<file path="src/rtl/lpcc_pkg.sv">
package lpcc_pkg;

	localparam int PageLengthDef = 66;

	localparam int RowW   = 7;
	localparam int WaitW  = 16;
	localparam int StatW  = 16;
	localparam int TapeW  = 12;
	localparam int FuncW  = 3;
	localparam int CfgIdxW = 3;
	localparam int CfgDataW = 16;

	// command codes
	localparam logic [FuncW-1:0] FUNC_PRINT = 3'd0;
	localparam logic [FuncW-1:0] FUNC_SPACE = 3'd1;
	localparam logic [FuncW-1:0] FUNC_SKIP  = 3'd2;
	localparam logic [FuncW-1:0] FUNC_SENSE = 3'd3;
	localparam logic [FuncW-1:0] FUNC_TICK  = 3'd4;

	// configuration register indexes
	localparam logic [CfgIdxW-1:0] REG_ONLINE    = 3'd0;
	localparam logic [CfgIdxW-1:0] REG_XFER_WAIT = 3'd1;
	localparam logic [CfgIdxW-1:0] REG_FAST_WAIT = 3'd2;
	localparam logic [CfgIdxW-1:0] REG_TOP_ROW   = 3'd3;
	localparam logic [CfgIdxW-1:0] REG_BOT_ROW   = 3'd4;
	localparam logic [CfgIdxW-1:0] REG_BOT_EN    = 3'd5;

	// status word bits
	localparam logic [StatW-1:0] ST_PARITY     = 16'h8000;
	localparam logic [StatW-1:0] ST_XFER_DONE  = 16'h4000;
	localparam logic [StatW-1:0] ST_PRINT_DONE = 16'h2000;
	localparam logic [StatW-1:0] ST_CARR_DONE  = 16'h1000;
	localparam logic [StatW-1:0] ST_RING       = 16'h0400;
	localparam logic [StatW-1:0] ST_SYNC       = 16'h0200;
	localparam logic [StatW-1:0] ST_CH9        = 16'h0010;
	localparam logic [StatW-1:0] ST_CH12       = 16'h0008;
	localparam logic [StatW-1:0] ST_CARR_BUSY  = 16'h0004;
	localparam logic [StatW-1:0] ST_PRT_BUSY   = 16'h0002;
	localparam logic [StatW-1:0] ST_NOT_READY  = 16'h0001;
	localparam logic [StatW-1:0] ST_CLEAR_MASK = ST_PARITY | ST_XFER_DONE | ST_PRINT_DONE |
		ST_CARR_DONE | ST_RING | ST_SYNC;

	// carriage tape channels
	localparam logic [TapeW-1:0] TAPE_CH1  = 12'h800;
	localparam logic [TapeW-1:0] TAPE_CH9  = 12'h008;
	localparam logic [TapeW-1:0] TAPE_CH12 = 12'h001;

	// action flag positions
	localparam int ACT_XFER  = 0;
	localparam int ACT_PRINT = 1;
	localparam int ACT_SKIP  = 2;
	localparam int ACT_SPACE = 3;

	localparam logic [WaitW-1:0] XferWaitRst = 16'd50;
	localparam logic [WaitW-1:0] FastWaitRst = 16'd100;
	localparam logic [RowW-1:0]  TopRowRst   = 7'd1;
	localparam logic [RowW-1:0]  BotRowRst   = 7'd61;

	typedef struct packed {
		logic exec;
		logic skip_start;
		logic skip_step;
		logic skip_finish;
	} lpcc_cmd_t;

	typedef struct packed {
		logic skip_svc;
		logic skip_done;
		logic out_free;
	} lpcc_stat_t;

	function automatic logic [TapeW-1:0] tape_at(input logic [RowW-1:0] row,
		input logic [RowW-1:0] top, input logic [RowW-1:0] bottom, input logic bot_en);
		logic [TapeW-1:0] t;
		t = '0;
		if (row == top) t = t | TAPE_CH1;
		if (bot_en && row == bottom) t = t | TAPE_CH12;
		return t;
	endfunction

	function automatic logic [WaitW-1:0] nonzero_wait(input logic [WaitW-1:0] ticks);
		return (ticks == '0) ? WaitW'(1) : ticks;
	endfunction

	function automatic logic [StatW-1:0] chan_bits(input logic [StatW-1:0] st,
		input logic [TapeW-1:0] t);
		logic [StatW-1:0] s;
		s = st & ~(ST_CH9 | ST_CH12);
		if ((t & TAPE_CH9) != '0) s = s | ST_CH9;
		if ((t & TAPE_CH12) != '0) s = s | ST_CH12;
		return s;
	endfunction

endpackage

</file>
<file path="src/rtl/lpcc_ctrl.sv">
module lpcc_ctrl
	import lpcc_pkg::*;
(
	input  logic       clk,
	input  logic       arst_n,
	input  logic       in_valid,
	output logic       in_stall,
	input  lpcc_stat_t stat,
	output lpcc_cmd_t  cmd
);

	typedef enum logic [0:0] {
		S_IDLE,
		S_SKIP
	} state_t;

	state_t state_q;
	logic   take;

	assign in_stall = !(state_q == S_IDLE && stat.out_free);
	assign take     = in_valid && !in_stall;

	always_comb begin
		cmd = '0;
		case (state_q)
			S_IDLE: begin
				cmd.exec       = take && !stat.skip_svc;
				cmd.skip_start = take && stat.skip_svc;
			end
			S_SKIP: begin
				cmd.skip_step   = !stat.skip_done;
				cmd.skip_finish = stat.skip_done && stat.out_free;
			end
			default: ;
		endcase
	end

	always_ff @(posedge clk or negedge arst_n) begin
		if (!arst_n) begin
			state_q <= S_IDLE;
		end else begin
			case (state_q)
				S_IDLE: begin
					if (take && stat.skip_svc) state_q <= S_SKIP;
				end
				S_SKIP: begin
					if (stat.skip_done && stat.out_free) state_q <= S_IDLE;
				end
				default: state_q <= S_IDLE;
			endcase
		end
	end

endmodule

</file>
<file path="src/rtl/lpcc_dp.sv">
module lpcc_dp
	import lpcc_pkg::*;
#(
	parameter int PAGE_LENGTH = PageLengthDef
) (
	input  logic                clk,
	input  logic                arst_n,
	input  lpcc_cmd_t           cmd,
	output lpcc_stat_t          stat,
	input  logic [FuncW-1:0]    func,
	input  logic                clear_status,
	input  logic [TapeW-1:0]    skip_channels,
	input  logic                cfg_we,
	input  logic [CfgIdxW-1:0]  cfg_index,
	input  logic [CfgDataW-1:0] cfg_data,
	output logic                out_valid,
	input  logic                out_stall,
	output logic [StatW-1:0]    status_word,
	output logic                interrupt_request,
	output logic [RowW-1:0]     page_row,
	output logic [RowW-1:0]     lines_advanced,
	output logic                conflict_error,
	output logic                skip_failed
);

	localparam logic [RowW-1:0] PageLen = RowW'(PAGE_LENGTH);

	// configuration; readiness lives in the status word
	logic [WaitW-1:0]  xfer_wait_q, fast_wait_q;
	logic [RowW-1:0]   top_row_q, bot_row_q;
	logic              bot_en_q;

	// carriage state
	logic [StatW-1:0]  status_q;
	logic [3:0]        flags_q;
	logic [WaitW-1:0]  wait_cnt_q;
	logic              wait_pend_q;
	logic [RowW-1:0]   row_q;
	logic [TapeW-1:0]  target_q;
	logic              irq_q;

	// skip stepper
	logic [RowW-1:0]   lines_q;
	logic              hit_q;

	logic              out_valid_q;

	function automatic logic [RowW-1:0] next_row(input logic [RowW-1:0] r);
		logic [RowW:0] s;
		s = {1'b0, r} + (RowW+1)'(1);
		return (s >= (RowW+1)'(PAGE_LENGTH)) ? '0 : s[RowW-1:0];
	endfunction

	// combinational command outcome
	logic [3:0]       x_flags;
	logic [StatW-1:0] x_status, x_shown;
	logic [WaitW-1:0] x_cnt;
	logic             x_pend, x_irq, x_conflict;
	logic [RowW-1:0]  x_row, x_lines;
	logic [TapeW-1:0] x_target;

	always_comb begin
		x_flags    = flags_q;
		x_status   = status_q;
		x_cnt      = wait_cnt_q;
		x_pend     = wait_pend_q;
		x_irq      = irq_q;
		x_conflict = 1'b0;
		x_row      = row_q;
		x_lines    = '0;
		x_target   = target_q;
		case (func)
			FUNC_PRINT: begin
				x_flags[ACT_XFER] = 1'b1;
				x_status = x_status | ST_PRT_BUSY;
				if (!wait_pend_q) begin
					x_cnt  = nonzero_wait(xfer_wait_q);
					x_pend = 1'b1;
				end
			end
			FUNC_SPACE: begin
				if (flags_q[ACT_SKIP]) begin
					x_conflict = 1'b1;
				end else begin
					x_flags[ACT_SPACE] = 1'b1;
					x_status = x_status | ST_CARR_BUSY;
					if (!wait_pend_q) begin
						x_cnt  = nonzero_wait(fast_wait_q);
						x_pend = 1'b1;
					end
				end
			end
			FUNC_SKIP: begin
				if (flags_q[ACT_SPACE]) begin
					x_conflict = 1'b1;
				end else begin
					x_flags[ACT_SKIP] = 1'b1;
					x_target = skip_channels;
					x_status = x_status | ST_CARR_BUSY;
					if (!wait_pend_q) begin
						x_cnt  = nonzero_wait(fast_wait_q);
						x_pend = 1'b1;
					end
				end
			end
			FUNC_TICK: begin
				if (wait_pend_q) begin
					x_cnt = wait_cnt_q - WaitW'(1);
					if (x_cnt == '0) begin
						x_pend = 1'b0;
						// service; the skip branch runs through the stepper instead
						if ((status_q & ST_NOT_READY) != '0) begin
							x_flags = '0;
						end else if (flags_q[ACT_XFER]) begin
							x_flags[ACT_XFER]  = 1'b0;
							x_flags[ACT_PRINT] = 1'b1;
							x_status = x_status | ST_XFER_DONE;
							x_irq = 1'b1;
						end else if (flags_q[ACT_PRINT]) begin
							x_flags[ACT_PRINT] = 1'b0;
							x_status = (x_status & ~ST_PRT_BUSY) | ST_PRINT_DONE;
							x_irq = 1'b1;
						end else if (flags_q[ACT_SPACE] && !flags_q[ACT_SKIP]) begin
							x_row = next_row(row_q);
							x_lines = RowW'(1);
							x_flags[ACT_SPACE] = 1'b0;
							x_status = (x_status & ~ST_CARR_BUSY) | ST_CARR_DONE;
							x_irq = 1'b1;
						end
						if (x_flags != '0) begin
							x_cnt  = nonzero_wait(fast_wait_q);
							x_pend = 1'b1;
						end
						x_status = chan_bits(x_status,
							tape_at(x_row, top_row_q, bot_row_q, bot_en_q));
					end
				end
			end
			default: ;
		endcase
		x_shown = x_status;
		if (func == FUNC_SENSE) begin
			x_shown = status_q;
			if (clear_status) begin
				x_status = x_status & ~ST_CLEAR_MASK;
				x_irq = 1'b0;
			end
		end
	end

	// end of skip
	logic [3:0]       f_flags;
	logic [StatW-1:0] f_status;
	logic [RowW-1:0]  s_row;

	assign s_row    = next_row(row_q);
	assign f_flags  = flags_q & ~(4'(1) << ACT_SKIP);
	assign f_status = chan_bits((status_q & ~ST_CARR_BUSY) | ST_CARR_DONE,
		tape_at(row_q, top_row_q, bot_row_q, bot_en_q));

	assign stat.skip_svc = func == FUNC_TICK && wait_pend_q && wait_cnt_q == WaitW'(1) &&
		(status_q & ST_NOT_READY) == '0 && !flags_q[ACT_XFER] && !flags_q[ACT_PRINT] &&
		flags_q[ACT_SKIP];
	assign stat.skip_done = hit_q || lines_q == PageLen;
	assign stat.out_free  = !out_valid_q || !out_stall;

	always_ff @(posedge clk or negedge arst_n) begin
		if (!arst_n) begin
			xfer_wait_q <= XferWaitRst;
			fast_wait_q <= FastWaitRst;
			top_row_q   <= TopRowRst;
			bot_row_q   <= BotRowRst;
			bot_en_q    <= 1'b1;
			status_q    <= ST_NOT_READY;
			flags_q     <= '0;
			wait_cnt_q  <= '0;
			wait_pend_q <= 1'b0;
			row_q       <= '0;
			target_q    <= '0;
			irq_q       <= 1'b0;
			lines_q     <= '0;
			hit_q       <= 1'b0;
			out_valid_q <= 1'b0;
		end else begin
			if (cmd.exec) begin
				flags_q     <= x_flags;
				status_q    <= x_status;
				wait_cnt_q  <= x_cnt;
				wait_pend_q <= x_pend;
				row_q       <= x_row;
				target_q    <= x_target;
				irq_q       <= x_irq;
			end
			if (cmd.skip_start) begin
				wait_cnt_q  <= '0;
				wait_pend_q <= 1'b0;
				lines_q     <= '0;
				hit_q       <= 1'b0;
			end
			if (cmd.skip_step) begin
				row_q   <= s_row;
				lines_q <= lines_q + RowW'(1);
				hit_q   <= tape_at(s_row, top_row_q, bot_row_q, bot_en_q) == target_q;
			end
			if (cmd.skip_finish) begin
				flags_q  <= f_flags;
				status_q <= f_status;
				irq_q    <= 1'b1;
				if (f_flags != '0) begin
					wait_cnt_q  <= nonzero_wait(fast_wait_q);
					wait_pend_q <= 1'b1;
				end
			end
			if (cmd.exec || cmd.skip_finish) begin
				out_valid_q <= 1'b1;
			end else if (!out_stall) begin
				out_valid_q <= 1'b0;
			end
			if (cfg_we) begin
				case (cfg_index)
					REG_ONLINE:    status_q[0] <= ~cfg_data[0];
					REG_XFER_WAIT: xfer_wait_q <= cfg_data[WaitW-1:0];
					REG_FAST_WAIT: fast_wait_q <= cfg_data[WaitW-1:0];
					REG_TOP_ROW:   top_row_q   <= cfg_data[RowW-1:0];
					REG_BOT_ROW:   bot_row_q   <= cfg_data[RowW-1:0];
					REG_BOT_EN:    bot_en_q    <= cfg_data[0];
					default: ;
				endcase
			end
		end
	end

	// result word register
	always_ff @(posedge clk) begin
		if (cmd.exec) begin
			status_word       <= x_shown;
			interrupt_request <= x_irq;
			page_row          <= x_row;
			lines_advanced    <= x_lines;
			conflict_error    <= x_conflict;
			skip_failed       <= 1'b0;
		end else if (cmd.skip_finish) begin
			status_word       <= f_status;
			interrupt_request <= 1'b1;
			page_row          <= row_q;
			lines_advanced    <= lines_q;
			conflict_error    <= 1'b0;
			skip_failed       <= !hit_q;
		end
	end

	assign out_valid = out_valid_q;

endmodule

</file>
<file path="src/rtl/line_printer_carriage_controller.sv">
// Line printer carriage controller. Takes one command word per accepted input (print,
// space, skip, sense, tick) and returns exactly one result word holding the status word,
// interrupt request, page row, lines moved and error flags. Most commands finish in the
// cycle they are accepted, so the result is ready in the next cycle. A tick that ends a
// wait and services a skip runs the row stepper, which advances the carriage one row per
// cycle and moves it at most PAGE_LENGTH rows. Input is stalled while the stepper runs or
// while an unread result blocks the output register. Configuration writes must be made
// only while the block is idle.
module line_printer_carriage_controller
	import lpcc_pkg::*;
#(
	parameter int PAGE_LENGTH = PageLengthDef
) (
	input  logic                clk,
	input  logic                arst_n,
	input  logic                in_valid,
	output logic                in_stall,
	input  logic [FuncW-1:0]    func,
	input  logic                clear_status,
	input  logic [TapeW-1:0]    skip_channels,
	output logic                out_valid,
	input  logic                out_stall,
	output logic [StatW-1:0]    status_word,
	output logic                interrupt_request,
	output logic [RowW-1:0]     page_row,
	output logic [RowW-1:0]     lines_advanced,
	output logic                conflict_error,
	output logic                skip_failed,
	input  logic                cfg_we,
	input  logic [CfgIdxW-1:0]  cfg_index,
	input  logic [CfgDataW-1:0] cfg_data
);

	lpcc_cmd_t  cmd;
	lpcc_stat_t stat;

	lpcc_ctrl u_ctrl (
		.clk      (clk),
		.arst_n   (arst_n),
		.in_valid (in_valid),
		.in_stall (in_stall),
		.stat     (stat),
		.cmd      (cmd)
	);

	lpcc_dp #(
		.PAGE_LENGTH(PAGE_LENGTH)
	) u_dp (
		.clk               (clk),
		.arst_n            (arst_n),
		.cmd               (cmd),
		.stat              (stat),
		.func              (func),
		.clear_status      (clear_status),
		.skip_channels     (skip_channels),
		.cfg_we            (cfg_we),
		.cfg_index         (cfg_index),
		.cfg_data          (cfg_data),
		.out_valid         (out_valid),
		.out_stall         (out_stall),
		.status_word       (status_word),
		.interrupt_request (interrupt_request),
		.page_row          (page_row),
		.lines_advanced    (lines_advanced),
		.conflict_error    (conflict_error),
		.skip_failed       (skip_failed)
	);

endmodule

</file>
<file path="config.mk">
export PLATFORM = sky130hd
export DESIGN_NAME = line_printer_carriage_controller
export DESIGN_NICKNAME = d
export VERILOG_FILES = /design/src/rtl/lpcc_pkg.sv /design/src/rtl/lpcc_ctrl.sv /design/src/rtl/lpcc_dp.sv /design/src/rtl/line_printer_carriage_controller.sv
export SDC_FILE = /design/constraint.sdc
export NUM_CORES = 1
export LEC_CHECK = 0
export BUFFER_PORTS_ARGS = -buffer_cell sky130_fd_sc_hd__buf_4
export CORE_MARGIN = 5
export CORE_UTILIZATION = 45
export DETAILED_ROUTE_END_ITERATION = 16
export GPL_TIMING_DRIVEN = 0
export SLEW_MARGIN = 0
export SYNTH_ARGS = -nofsm -noshare
export SYNTH_HDL_FRONTEND = slang
export SYNTH_HIERARCHICAL = 1
export SYNTH_SLANG_ARGS = --single-unit
</file>
<file path="constraint.sdc">
create_clock -name clk -period 7.3 [get_ports clk]
set_input_delay 0.73 -clock clk [delete_from_list [all_inputs] [get_ports clk]]
set_output_delay 0.73 -clock clk [all_outputs]
set_load 0.01 [all_outputs]
</file>
==> impl_metrics.env, run 1 <==
export IMPL_status="finished clean"
export IMPL_hpwl_mm=18.0
export IMPL_netlist_instances=832
export IMPL_mostFrequentLayoutCells="dfrtp_1, buf_4, nand2_1"
export IMPL_timing_max_cap_violations=0
export IMPL_critPathMaxFanout=10
export IMPL_crit_path_end_kind="flop"
export IMPL_synth_warnings=6
export IMPL_cp_start_kind="input pin"
export IMPL_cts_resized=0
export IMPL_htree_levels=4
export IMPL_layout_cells_non_filler=1166
export IMPL_antenna_cells=0
export IMPL_setup_viol=0
export IMPL_io_buffer_count=72
export IMPL_hold_viol=0
export IMPL_r2r_cells=12
export IMPL_grt_usage_pct=23.2
export IMPL_row_count=49
export IMPL_yosys_area_top_type="dfrtp_1"
export IMPL_first_pass_iters=7
export IMPL_p_leak_nw=3.88
export IMPL_grt_pass1_vias=6865
export IMPL_finalCritPeriodShare_pct=60.9
export IMPL_crit_type="input pin to flop"
export IMPL_ios=75
export IMPL_clock_fmax_ghz=0.225
export IMPL_skew_ns=0.0108
export IMPL_ir_worst_vdd_mv=0.167
export IMPL_via_count=7118
export IMPL_arrival_ns=4.80
export IMPL_ys_ff_latch=145
export IMPL_fin_crit_ns=4.45
export IMPL_drc_errors=0
export IMPL_rsz0062_at_grt="false"
export IMPL_worstPathRequired_ns=7.65
export IMPL_synth_area_top_cells="dfrtp_1, edfxtp_1, mux2_2, dfstp_2, o21ai_0"
export IMPL_place_gp_congestion=0.975
export IMPL_synth_edff_count=31
export IMPL_final_common_cell="dfrtp_1"
export IMPL_clk_path_buf_depth=2
export IMPL_clkTransAtPathRegs_ns=0.06
export IMPL_drt_vias_per_instance=6.10
export IMPL_initial_core_util_pct=45.9
export IMPL_wl_per_cell_um=21.2
export IMPL_crit_slowest_cell="nor2_1"
export IMPL_synth_seq_area_share_pct=46.1
export IMPL_syn_avg_cell_area_sq_um=9.90
export IMPL_grt_max_degree=69
export IMPL_fillers=1624
export IMPL_slew_viol_final=0
export IMPL_die_h_um=145
export IMPL_place_inst=1134
export IMPL_antenna_found_initial=0
export IMPL_cts_buffers=17
export IMPL_die_w_um=145
export IMPL_cts_sinks=145
export IMPL_cpMostUsedCell="clkbuf_1"
export IMPL_seq_area_sq_mm=0.00380
export IMPL_cts_tree="done"
export IMPL_synth_top_area_share_pct=30.1
export IMPL_async_flop_share_pct=77.9
export IMPL_grt_pass1_wl_mm=39.3
export IMPL_drt_iter0_markers=686
export IMPL_insertion_delay_ns=0.43
export IMPL_routed_wl_mm=24.7
export IMPL_cts_root_buffer="clkbuf_16"
export IMPL_fin_nets=970
export IMPL_synth_flop_cell="dfrtp_1"
export IMPL_multiInputGateArea_sq_mm=0.00411
export IMPL_cts_hold_fix_buffers=0
export IMPL_grt_overflow_total=0
export IMPL_crit_chain="buf_4, clkbuf_1, nor3b_1, nand2_1, clkbuf_1, nor3_1, nor3b_2, clkinv_1, nor2_1, clkbuf_1, nor2_1, a211oi_1, a21oi_1, o22ai_1"
export IMPL_syn_nets=878
export IMPL_worstMarginPinSlew_ns=1.04
export IMPL_yosysUniqueCellTypes=86
export IMPL_area_growth_syn_to_layout_pct=17.4
export IMPL_cpPeakStageDelay_ns=0.68
export IMPL_worstHoldPathType="input pin to asynchronous set/reset pin"
export IMPL_drive_gt1_share_pct=21.8
export IMPL_core_area_sq_mm=0.0180
export IMPL_powerDensity_mw_per_mm2=274
export IMPL_max_slew_margin_pct=29.9
export IMPL_setup_tns_ns=0
export IMPL_ant_nets=0
export IMPL_dieArea_sq_mm=0.0211
export IMPL_synth_area_sq_mm=0.00824
export IMPL_post_cts_buffers=0
-- worst max-delay path, delay by kind of cell --
kind            cells  cell delay [ns]
buf+inv             5             1.72
compound gates      3             0.51
simple gates        6             1.83
-- sequential cells by signal, indices dropped and copies added, names as in the netlist --
register,cells
u_ctrl/state_q,1
u_dp/bot_en_q,1
u_dp/bot_row_q,7
u_dp/conflict_error,1
u_dp/fast_wait_q,16
u_dp/flags_q,4
u_dp/hit_q,1
u_dp/interrupt_request,1
u_dp/irq_q,1
u_dp/lines_advanced,7
u_dp/lines_q,7
u_dp/out_valid,1
u_dp/page_row,7
u_dp/row_q,7
u_dp/skip_failed,1
u_dp/status_q,15
u_dp/status_word,15
u_dp/target_q,12
u_dp/top_row_q,7
u_dp/wait_cnt_q,16
u_dp/wait_pend_q,1
u_dp/xfer_wait_q,16
-- final timing paths --
check / startpoint / endpoint / slack (ns)
setup / recovery: func[2] / u_dp/wait_cnt_q[5]$_DFF_PN0_ / 2.85
hold / removal: arst_n / u_dp/target_q[7]$_DFFE_PN0P_ / 0.22
setup reg to reg: u_dp/row_q[1]$_DFFE_PN0P_ / u_dp/hit_q$_DFFE_PN0P_ / 3.03
hold reg to reg: u_dp/status_q[7]$_DFFE_PN0P_ / u_dp/status_word[7]$_DFFE_PP_ / 0.44
max in group asynchronous: arst_n / u_dp/xfer_wait_q[1]$_DFFE_PN1P_ / 6.35
min in group clk: u_dp/status_q[7]$_DFFE_PN0P_ / u_dp/status_word[7]$_DFFE_PP_ / 0.44
-- cell type report --
| class | instances | share of cell area (%) |
|---|---|---|
| tap | 229 | 2.96 |
| sequential | 145 | 39.2 |
| multi-input combinational | 604 | 42.5 |
| clock inverter | 14 | 1.53 |
| clock buffer | 18 | 4.44 |
| timing repair buffer | 73 | 5.91 |
| buffer | 63 | 2.60 |
| inverter | 20 | 0.776 |
-- stage by stage --
step           worst slack [ns]  hold WS (ns)  utilization [%]  total power, mW  instance area, sq um
3_5_place_dp               2.51         0.429             50.6             1.78                  9090
3_3_place_gp               2.44         0.429             50.5             1.76                  9060
6_report                   2.85         0.216             53.8             2.65                  9670
5_1_grt                    2.56         0.245             53.8             2.79                  9670
2_1_floorplan              4.00         0.417                -             1.56                  8240
4_1_cts                    2.94         0.230             53.8             2.66                  9670
-- cell usage after synthesis, types with 8 or more instances --
library cell / instances
inv_1: 18
nor2_1: 54
o21ai_0: 56
nand3_1: 16
nor3_1: 21
a21oi_1: 36
a22oi_1: 14
clkbuf_1: 53
dfrtp_1: 99
a21o_1: 10
xnor2_1: 21
o21ai_1: 11
mux2_2: 58
and2_1: 10
dfstp_2: 14
nor2b_1: 12
nand4_1: 19
nand2_1: 63
nand2b_1: 18
nor3b_1: 8
o31ai_1: 13
nor4_1: 16
edfxtp_1: 31
-- power breakdown --
part,switching (mW),leakage [nW],internal [mW],total [mW]
Sequential,0.122,1.66,0.960,1.08
Combinational,0.399,1.94,0.297,0.696
Clock,0.386,0.276,0.482,0.869
Total,0.907,3.88,1.74,2.65
-- logic make-up (layout without fill, tap and decap cells) --
logic type / after synthesis / after routing / synth area share (%)
DFF: 145 / 145 / 46.1
xor gates and xnor gates: 28 / 28 / 2.98
adders and majority gates: 6 / 6 / 0.911
and+or+nand+nor: 275 / 275 / 18.0
muxes: 72 / 72 / 9.74
AOI/OAI and AO/OA: 222 / 222 / 18.3
other: 1 / 1 / 0.0455
buffers and inverters: 83 / 188 / 3.96
-- metal layers --
layer  track usage [%]  vias to the layer above  wire (um)
met5                 0                        -          0
met4              6.86                        0        487
met3              5.58                       40       1780
met2              34.4                      309      10900
met1              34.0                     3502      11600
li1                  -                     3267          -
(Power assumes the default switching activity.)
==> inputs of run 2 (changes only) <==
Settings changed: ABC_AREA set to 1, PLACE_DENSITY set to 0.66.
Clock period 7.3 ns to 3.9 ns, I/O delays scaled along.
==> run 2 against run 1 <==
  * Die area is 1.1% higher
  * Global-route usage is 0.61 points lower
  * Worst hold slack lost 0.029 ns
  * Total power rose by 82%
  * Synthesized area grew 1.2%
  * Cell count grew 24%
  * Clock-buffer cell count down 1
  * Register-to-register slack got worse by 2.7 ns
  * Sequential share of layout area decreased by 0.61 points
  * Via count rose by 8.8%
  * Highest routed layer unchanged
==> impl_metrics.env, run 2 <==
export IMPL_finalCritPeriodShare_pct=91.4
export IMPL_cts_sinks=145
export IMPL_htree_levels=4
export IMPL_yosys_area_top_type="dfrtp_1"
export IMPL_core_area_sq_mm=0.0181
export IMPL_layout_setup_ws_ns=0.335
export IMPL_drt_iter0_markers=767
export IMPL_synth_top_area_share_pct=29.7
export IMPL_status="finished clean"
export IMPL_area_growth_syn_to_layout_pct=17.9
export IMPL_drt_vias_per_instance=5.36
export IMPL_ant_nets=0
export IMPL_slew_viol_final=0
export IMPL_grt_max_degree=66
export IMPL_post_cts_buffers=0
export IMPL_die_w_um=146
export IMPL_die_h_um=146
export IMPL_fin_nets=1247
export IMPL_drc_errors=0
export IMPL_async_flop_share_pct=77.9
export IMPL_powerDensity_mw_per_mm2=490
export IMPL_final_common_cell="nand2_1"
export IMPL_yosysUniqueCellTypes=57
export IMPL_antenna_cells=0
export IMPL_yosys_top_cells_count="nand2_1, inv_1, o21ai_0"
export IMPL_cpPeakStageDelay_ns=0.55
export IMPL_clkTransAtPathRegs_ns=0.07
export IMPL_crit_family="buffers and inverters"
export IMPL_crit_type="flop to flop"
export IMPL_top_usage_layer="met2"
export IMPL_via_count=7741
export IMPL_cts_tree="done"
export IMPL_clk_path_buf_depth=2
export IMPL_met3_usage_pct=3.69
export IMPL_synth_area_top_cells="dfrtp_1, nand2_1, edfxtp_1, inv_1, o21ai_0"
export IMPL_routed_wl_mm=23.7
export IMPL_syn_nets=1153
export IMPL_synth_edff_count=31
export IMPL_row_count=49
export IMPL_clock_fmax_ghz=0.280
export IMPL_place_gp_congestion=0.971
export IMPL_worstPathRequired_ns=4.21
export IMPL_globalRouteMet2Util_pct=35.4
export IMPL_synth_flop_cell="dfrtp_1"
export IMPL_crit_path_end_kind="flop"
export IMPL_path_buf_inv=5
export IMPL_use_met1_pct=32.3
export IMPL_drive_gt1_share_pct=14.4
export IMPL_hpwl_mm=17.5
export IMPL_mostFrequentLayoutCells="nand2_1, inv_1, o21ai_0"
export IMPL_rsz0062_at_grt="false"
export IMPL_synthMostInstantiatedCell="nand2_1"
export IMPL_arrival_ns=3.87
export IMPL_dieArea_sq_mm=0.0213
export IMPL_synth_warnings=6
export IMPL_io_buffer_count=73
export IMPL_insertion_delay_ns=0.43
export IMPL_first_pass_iters=6
export IMPL_hold_viol=0
export IMPL_grt_pass1_vias=7409
export IMPL_syn_avg_cell_area_sq_um=7.53
export IMPL_skew_ns=0.0116
export IMPL_grt_pass1_wl_mm=39.2
export IMPL_max_slew_margin_pct=16.7
export IMPL_critPathMaxFanout=10
export IMPL_ys_ff_latch=145
export IMPL_antenna_found_initial=0
export IMPL_whs_ns=0.187
export IMPL_ir_worst_vdd_mv=0.350
export IMPL_power_mw=4.81
export IMPL_initial_core_util_pct=46.1
export IMPL_p_leak_nw=4.87
export IMPL_cts_root_buffer="clkbuf_16"
export IMPL_dp_slack_ns=-0.424
export IMPL_grt_overflow_total=0
export IMPL_cts_buffers=17
export IMPL_crit_slowest_cell="nor2_2"
export IMPL_worstMarginPinSlew_ns=1.25
export IMPL_worstHoldPathType="input pin to flop"
export IMPL_grt_usage_pct=22.6
export IMPL_synth_area_sq_mm=0.00833
export IMPL_fin_crit_ns=3.57
export IMPL_crit_chain="clkinv_1, nor2_2, inv_1, nor3_2, nor2_1, clkinv_1, nor2_2, inv_1, clkbuf_1, a2111oi_0, o21ai_1, nand2_1, o21ai_0"
export IMPL_wl_per_cell_um=16.4
export IMPL_setup_viol=0
export IMPL_timing_max_cap_violations=0
export IMPL_reg_top3="u_dp/fast_wait_q: 16 flops, u_dp/wait_cnt_q: 16 flops, u_dp/xfer_wait_q: 16 flops"
export IMPL_cp_start_kind="flop"
export IMPL_netlist_instances=1107
export IMPL_ios=75
export IMPL_synth_seq_area_share_pct=45.5
==> run 2: cell count changes after synthesis, sizes merged, moves of 19 or more <==
cell | previous run | this run
inv | 18 | 151
nand2b | 19 | 0
xnor2 | 21 | 2
nand3 | 17 | 55
nand2 | 63 | 329
o21ai | 68 | 126
clkbuf | 53 | 26
mux2 | 65 | 10
nor2 | 54 | 103
==> run 2: what timing repair did <==
action	CTS	global route
gates resized for setup	0	3
endpoints found under the hold margin	39	0
setup endpoints to repair	0	55
hold buffers	1	0
==> run 2: final timing paths <==
kind                                                     to  depth (start not counted)                         start  slack, ns
min in group asynchronous  u_dp/fast_wait_q[11]$_DFFE_PN0P_                          2                        arst_n       0.46
min reg2reg                   u_dp/status_word[5]$_DFFE_PP_                          0  u_dp/status_q[5]$_DFFE_PN0P_       0.45
max                           u_dp/wait_cnt_q[14]$_DFF_PN0_                         13    u_dp/wait_pend_q$_DFF_PN0_       0.33
max in group asynchronous        u_dp/status_q[0]$_DFF_PN1_                          3                        arst_n       2.73
min                            u_dp/target_q[7]$_DFFE_PN0P_                          2              skip_channels[7]       0.19
max reg2reg                   u_dp/wait_cnt_q[14]$_DFF_PN0_                         13    u_dp/wait_pend_q$_DFF_PN0_       0.33
==> run 2: power breakdown <==
group / internal (mW) / switching (mW) / total [mW]
clock network: 0.871 / 0.780 / 1.65
logic: 0.400 / 0.715 / 1.12
registers: 1.79 / 0.255 / 2.05
total: 3.06 / 1.75 / 4.81
==> run 2: per-stage QoR <==
stage / util, % / std cells / TNS, ns / cell area, sq um
after floorplan: - / 1107 / 0 / 8330
after global placement: 50.7 / 1409 / -10.54 / 9170
after detailed placement: 50.9 / 1410 / -12.90 / 9200
after CTS: 54.3 / 1443 / 0 / 9810
after global routing: 54.3 / 1443 / 0 / 9820
final: 54.3 / 1443 / 0 / 9820
==> run 2: cells by family (layout without fill, tap and decap cells) <==
| kind of cell | after synthesis | count (layout) | synth area share, % |
|---|---|---|---|
| flip-flops | 145 | 145 | 45.5 |
| buffers and inverters | 190 | 297 | 9.02 |
| adder cells (fa/ha/maj) | 6 | 6 | 0.901 |
| AO/OA/AOI/OAI | 206 | 206 | 13.5 |
| AND/OR/NAND/NOR | 536 | 536 | 28.0 |
| XOR/XNOR | 13 | 13 | 1.64 |
| other | 1 | 1 | 0.0450 |
| multiplexers | 10 | 10 | 1.35 |
==> run 2: final cells by class <==
cell class,count,area (sq um)
inverter,155,583
multi-input combinational,772,3800
fill,1687,8260
buffer,35,169
clock inverter,15,179
sequential,145,3800
tap,229,287
timing repair buffer,75,589
clock buffer,17,425
==> run 2: metal layers <==
metal  up-vias  part of all wire [%]  wire length (um)
met4         0                   1.9               457
li1       3804                     -                 -
met3        36                   6.6              1580
met2       286                    45             10700
met5         -                     0                 0
met1      3615                    46             11000
==> inputs of run 3 (changes only) <==
Settings changed: CORE_ASPECT_RATIO set to 1.25.
==> run 3 against run 2 <==
  * Setup slack got worse by 0.066 ns
  * First-iteration DRC count increased by 5.2%
  * Critical path type is now input pin to flop
  * Clock-buffer cell count increased by 3
  * Global-route usage increased by 0.24 points
  * Worst hold slack improved by 0.0077 ns
  * Sequential cell count unchanged
  * Sequential power about the same
  * Sequential share of layout area increased by 0.12 points
  * Maximum frequency decreased by 1.8%
  * Largest power group unchanged
==> impl_metrics.env, run 3 (synthesis gave the netlist of run 2 again) <==
export IMPL_postLayoutCellArea_sq_mm=0.00979
export IMPL_status="finished clean"
export IMPL_drt_vias_per_instance=5.44
export IMPL_worstPathRequired_ns=4.20
export IMPL_timing_max_cap_violations=0
export IMPL_dieArea_sq_mm=0.0214
export IMPL_cp_start_kind="input pin"
export IMPL_drt_iter0_markers=807
export IMPL_wl_per_cell_um=16.9
export IMPL_hold_path_startpoint="skip_channels[8]"
export IMPL_arrival_ns=3.93
export IMPL_cpPeakStageDelay_ns=0.55
export IMPL_setup_viol=0
export IMPL_crit_type="input pin to flop"
export IMPL_die_h_um=162
export IMPL_hold_end="u_dp/target_q[8]$_DFFE_PN0P_"
export IMPL_reg_top3="u_dp/fast_wait_q: 16 flops, u_dp/wait_cnt_q: 16 flops, u_dp/xfer_wait_q: 16 flops"
export IMPL_area_growth_syn_to_layout_pct=17.5
export IMPL_ant_nets=0
export IMPL_htree_levels=4
export IMPL_routed_wl_mm=24.3
export IMPL_worstReg2RegEnd="u_dp/wait_cnt_q[11]$_DFF_PN0_"
export IMPL_grt_overflow_total=0
export IMPL_fin_nets=1247
export IMPL_critPathMaxFanout=10
export IMPL_antenna_found_initial=0
export IMPL_initial_core_util_pct=45.9
export IMPL_slew_viol_final=0
export IMPL_grt_max_degree=80
export IMPL_worstHoldPathType="input pin to flop"
export IMPL_grt_usage_pct=22.9
export IMPL_hold_viol=0
export IMPL_worstMarginPinSlew_ns=1.26
export IMPL_ios=75
export IMPL_clk_path_buf_depth=2
export IMPL_via_count=7848
export IMPL_final_common_cell="nand2_1"
export IMPL_hpwl_mm=18.2
export IMPL_power_mw=4.82
export IMPL_cts_root_buffer="clkbuf_16"
export IMPL_first_pass_iters=8
export IMPL_drc_errors=0
export IMPL_multiInputGateArea_sq_mm=0.00379
export IMPL_rsz0062_at_grt="false"
export IMPL_powerDensity_mw_per_mm2=492
export IMPL_fillers=1829
export IMPL_cts_tree="done"
export IMPL_grt_pass1_wl_mm=39.4
export IMPL_cpMostUsedCell="inv_1"
export IMPL_cts_buffers=17
export IMPL_p_leak_nw=4.86
export IMPL_fin_crit_ns=3.63
export IMPL_io_buffer_count=73
export IMPL_layout_cells_non_filler=1442
export IMPL_crit_chain="buf_4, nor2_1, inv_1, nor2_2, inv_1, nor2_2, inv_1, nor3_1, nor2_1, clkinv_1, nor2_2, inv_1, clkbuf_1, a21oi_1, nand2_1, o21ai_0"
export IMPL_ir_worst_vdd_mv=0.293
export IMPL_crit_slowest_cell="nor3_1"
export IMPL_mostFrequentLayoutCells="nand2_1, inv_1, o21ai_0"
export IMPL_clock_fmax_ghz=0.275
export IMPL_insertion_delay_ns=0.44
export IMPL_row_count=55
export IMPL_grt_pass1_vias=7678
export IMPL_r2r_cells=12
export IMPL_cts_sinks=145
export IMPL_finalCritPeriodShare_pct=93.1
export IMPL_seq_area_sq_mm=0.00380
export IMPL_place_area_sq_mm=0.00920
export IMPL_post_cts_buffers=0
export IMPL_drive_gt1_share_pct=14.2
export IMPL_antenna_cells=0
export IMPL_clkTransAtPathRegs_ns=0.06
export IMPL_regToRegStartpoint="u_dp/wait_pend_q$_DFF_PN0_"
export IMPL_min_path_cells=2
export IMPL_place_inst=1409
export IMPL_core_area_sq_mm=0.0182
export IMPL_max_slew_margin_pct=16.2
export IMPL_die_w_um=132
export IMPL_r2r_slack_ns=0.33
export IMPL_skew_ns=0.0167
export IMPL_crit_path_end_kind="flop"
export IMPL_place_gp_congestion=0.942
-- run 3: cell types whose count changed in the layout (fill, tap and decap cells not counted), moves of 2 or more --
| cell | previous run | this run |
|---|---|---|
| clkinv_4 | 2 | 4 |
| inv_8 | 4 | 0 |
| clkbuf_1 | 26 | 28 |
| clkinv_8 | 4 | 0 |
-- run 3: layout make-up --
class                           count  share of cell area (%)
Buffer                             35                    1.72
Clock inverter                     12                    1.24
Inverter                          155                    5.95
Timing Repair Buffer               75                    6.02
Multi-Input combinational cell    772                    38.7
Tap cell                          228                    2.91
Sequential cell                   145                    38.8
Clock buffer                       20                    4.68
-- run 3: how the worst max path moves through the flow --
stage / start / to / slack, ns / depth (start not counted)
after floorplan: func[2] / u_dp/wait_cnt_q[14]$_DFF_PN0_ / 1.10 / 15
after global placement: func[0] / u_dp/wait_cnt_q[14]$_DFF_PN0_ / -0.31 / 17
after detailed placement: func[0] / u_dp/wait_cnt_q[14]$_DFF_PN0_ / -0.29 / 17
after CTS: func[0] / u_dp/wait_cnt_q[11]$_DFF_PN0_ / 0.16 / 16
after global routing: func[0] / u_dp/wait_cnt_q[9]$_DFF_PN0_ / 0.05 / 17
final: func[0] / u_dp/wait_cnt_q[11]$_DFF_PN0_ / 0.27 / 16
-- run 3: per-layer routing --
| layer | share of wire [%] | vias to the layer above | GRT usage (%) |
|---|---|---|---|
| met5 | 0 | - | 0 |
| met3 | 5.7 | 80 | 4.21 |
| met2 | 49 | 321 | 39.5 |
| met1 | 41 | 3645 | 28.0 |
| met4 | 4.4 | 0 | 9.92 |
| li1 | - | 3802 | - |
-- run 3: per-stage QoR --
step | hold WS, ns | setup WS, ns | TNS (ns) | util (%)
final | 0.195 | 0.269 | 0 | 53.9
after global routing | 0.183 | 0.0492 | 0 | 53.9
after CTS | 0.183 | 0.163 | 0 | 53.9
after detailed placement | 0.311 | -0.288 | -6.90 | 50.6
after global placement | 0.430 | -0.313 | -6.20 | 50.5
after floorplan | 0.0944 | 1.10 | 0 | -
-- run 3: critical path, delay by kind of cell --
family / cells / cell delay (ns)
buf+inv: 7 / 1.46
compound gates: 2 / 0.22
simple gates: 7 / 1.85
-- run 3: repair_timing --
item                       in CTS  in global routing
hold endpoints to repair       34                  0
setup endpoints to repair       0                 25
resized for setup               0                  2
hold buffers                    1                  0
-- run 3: report_power, final --
| group | switching [mW] | leakage [nW] | internal [mW] | total (mW) |
|---|---|---|---|---|
| Clock | 0.692 | 0.281 | 0.929 | 1.62 |
| Combinational | 0.741 | 2.95 | 0.400 | 1.14 |
| Sequential | 0.260 | 1.63 | 1.79 | 2.05 |
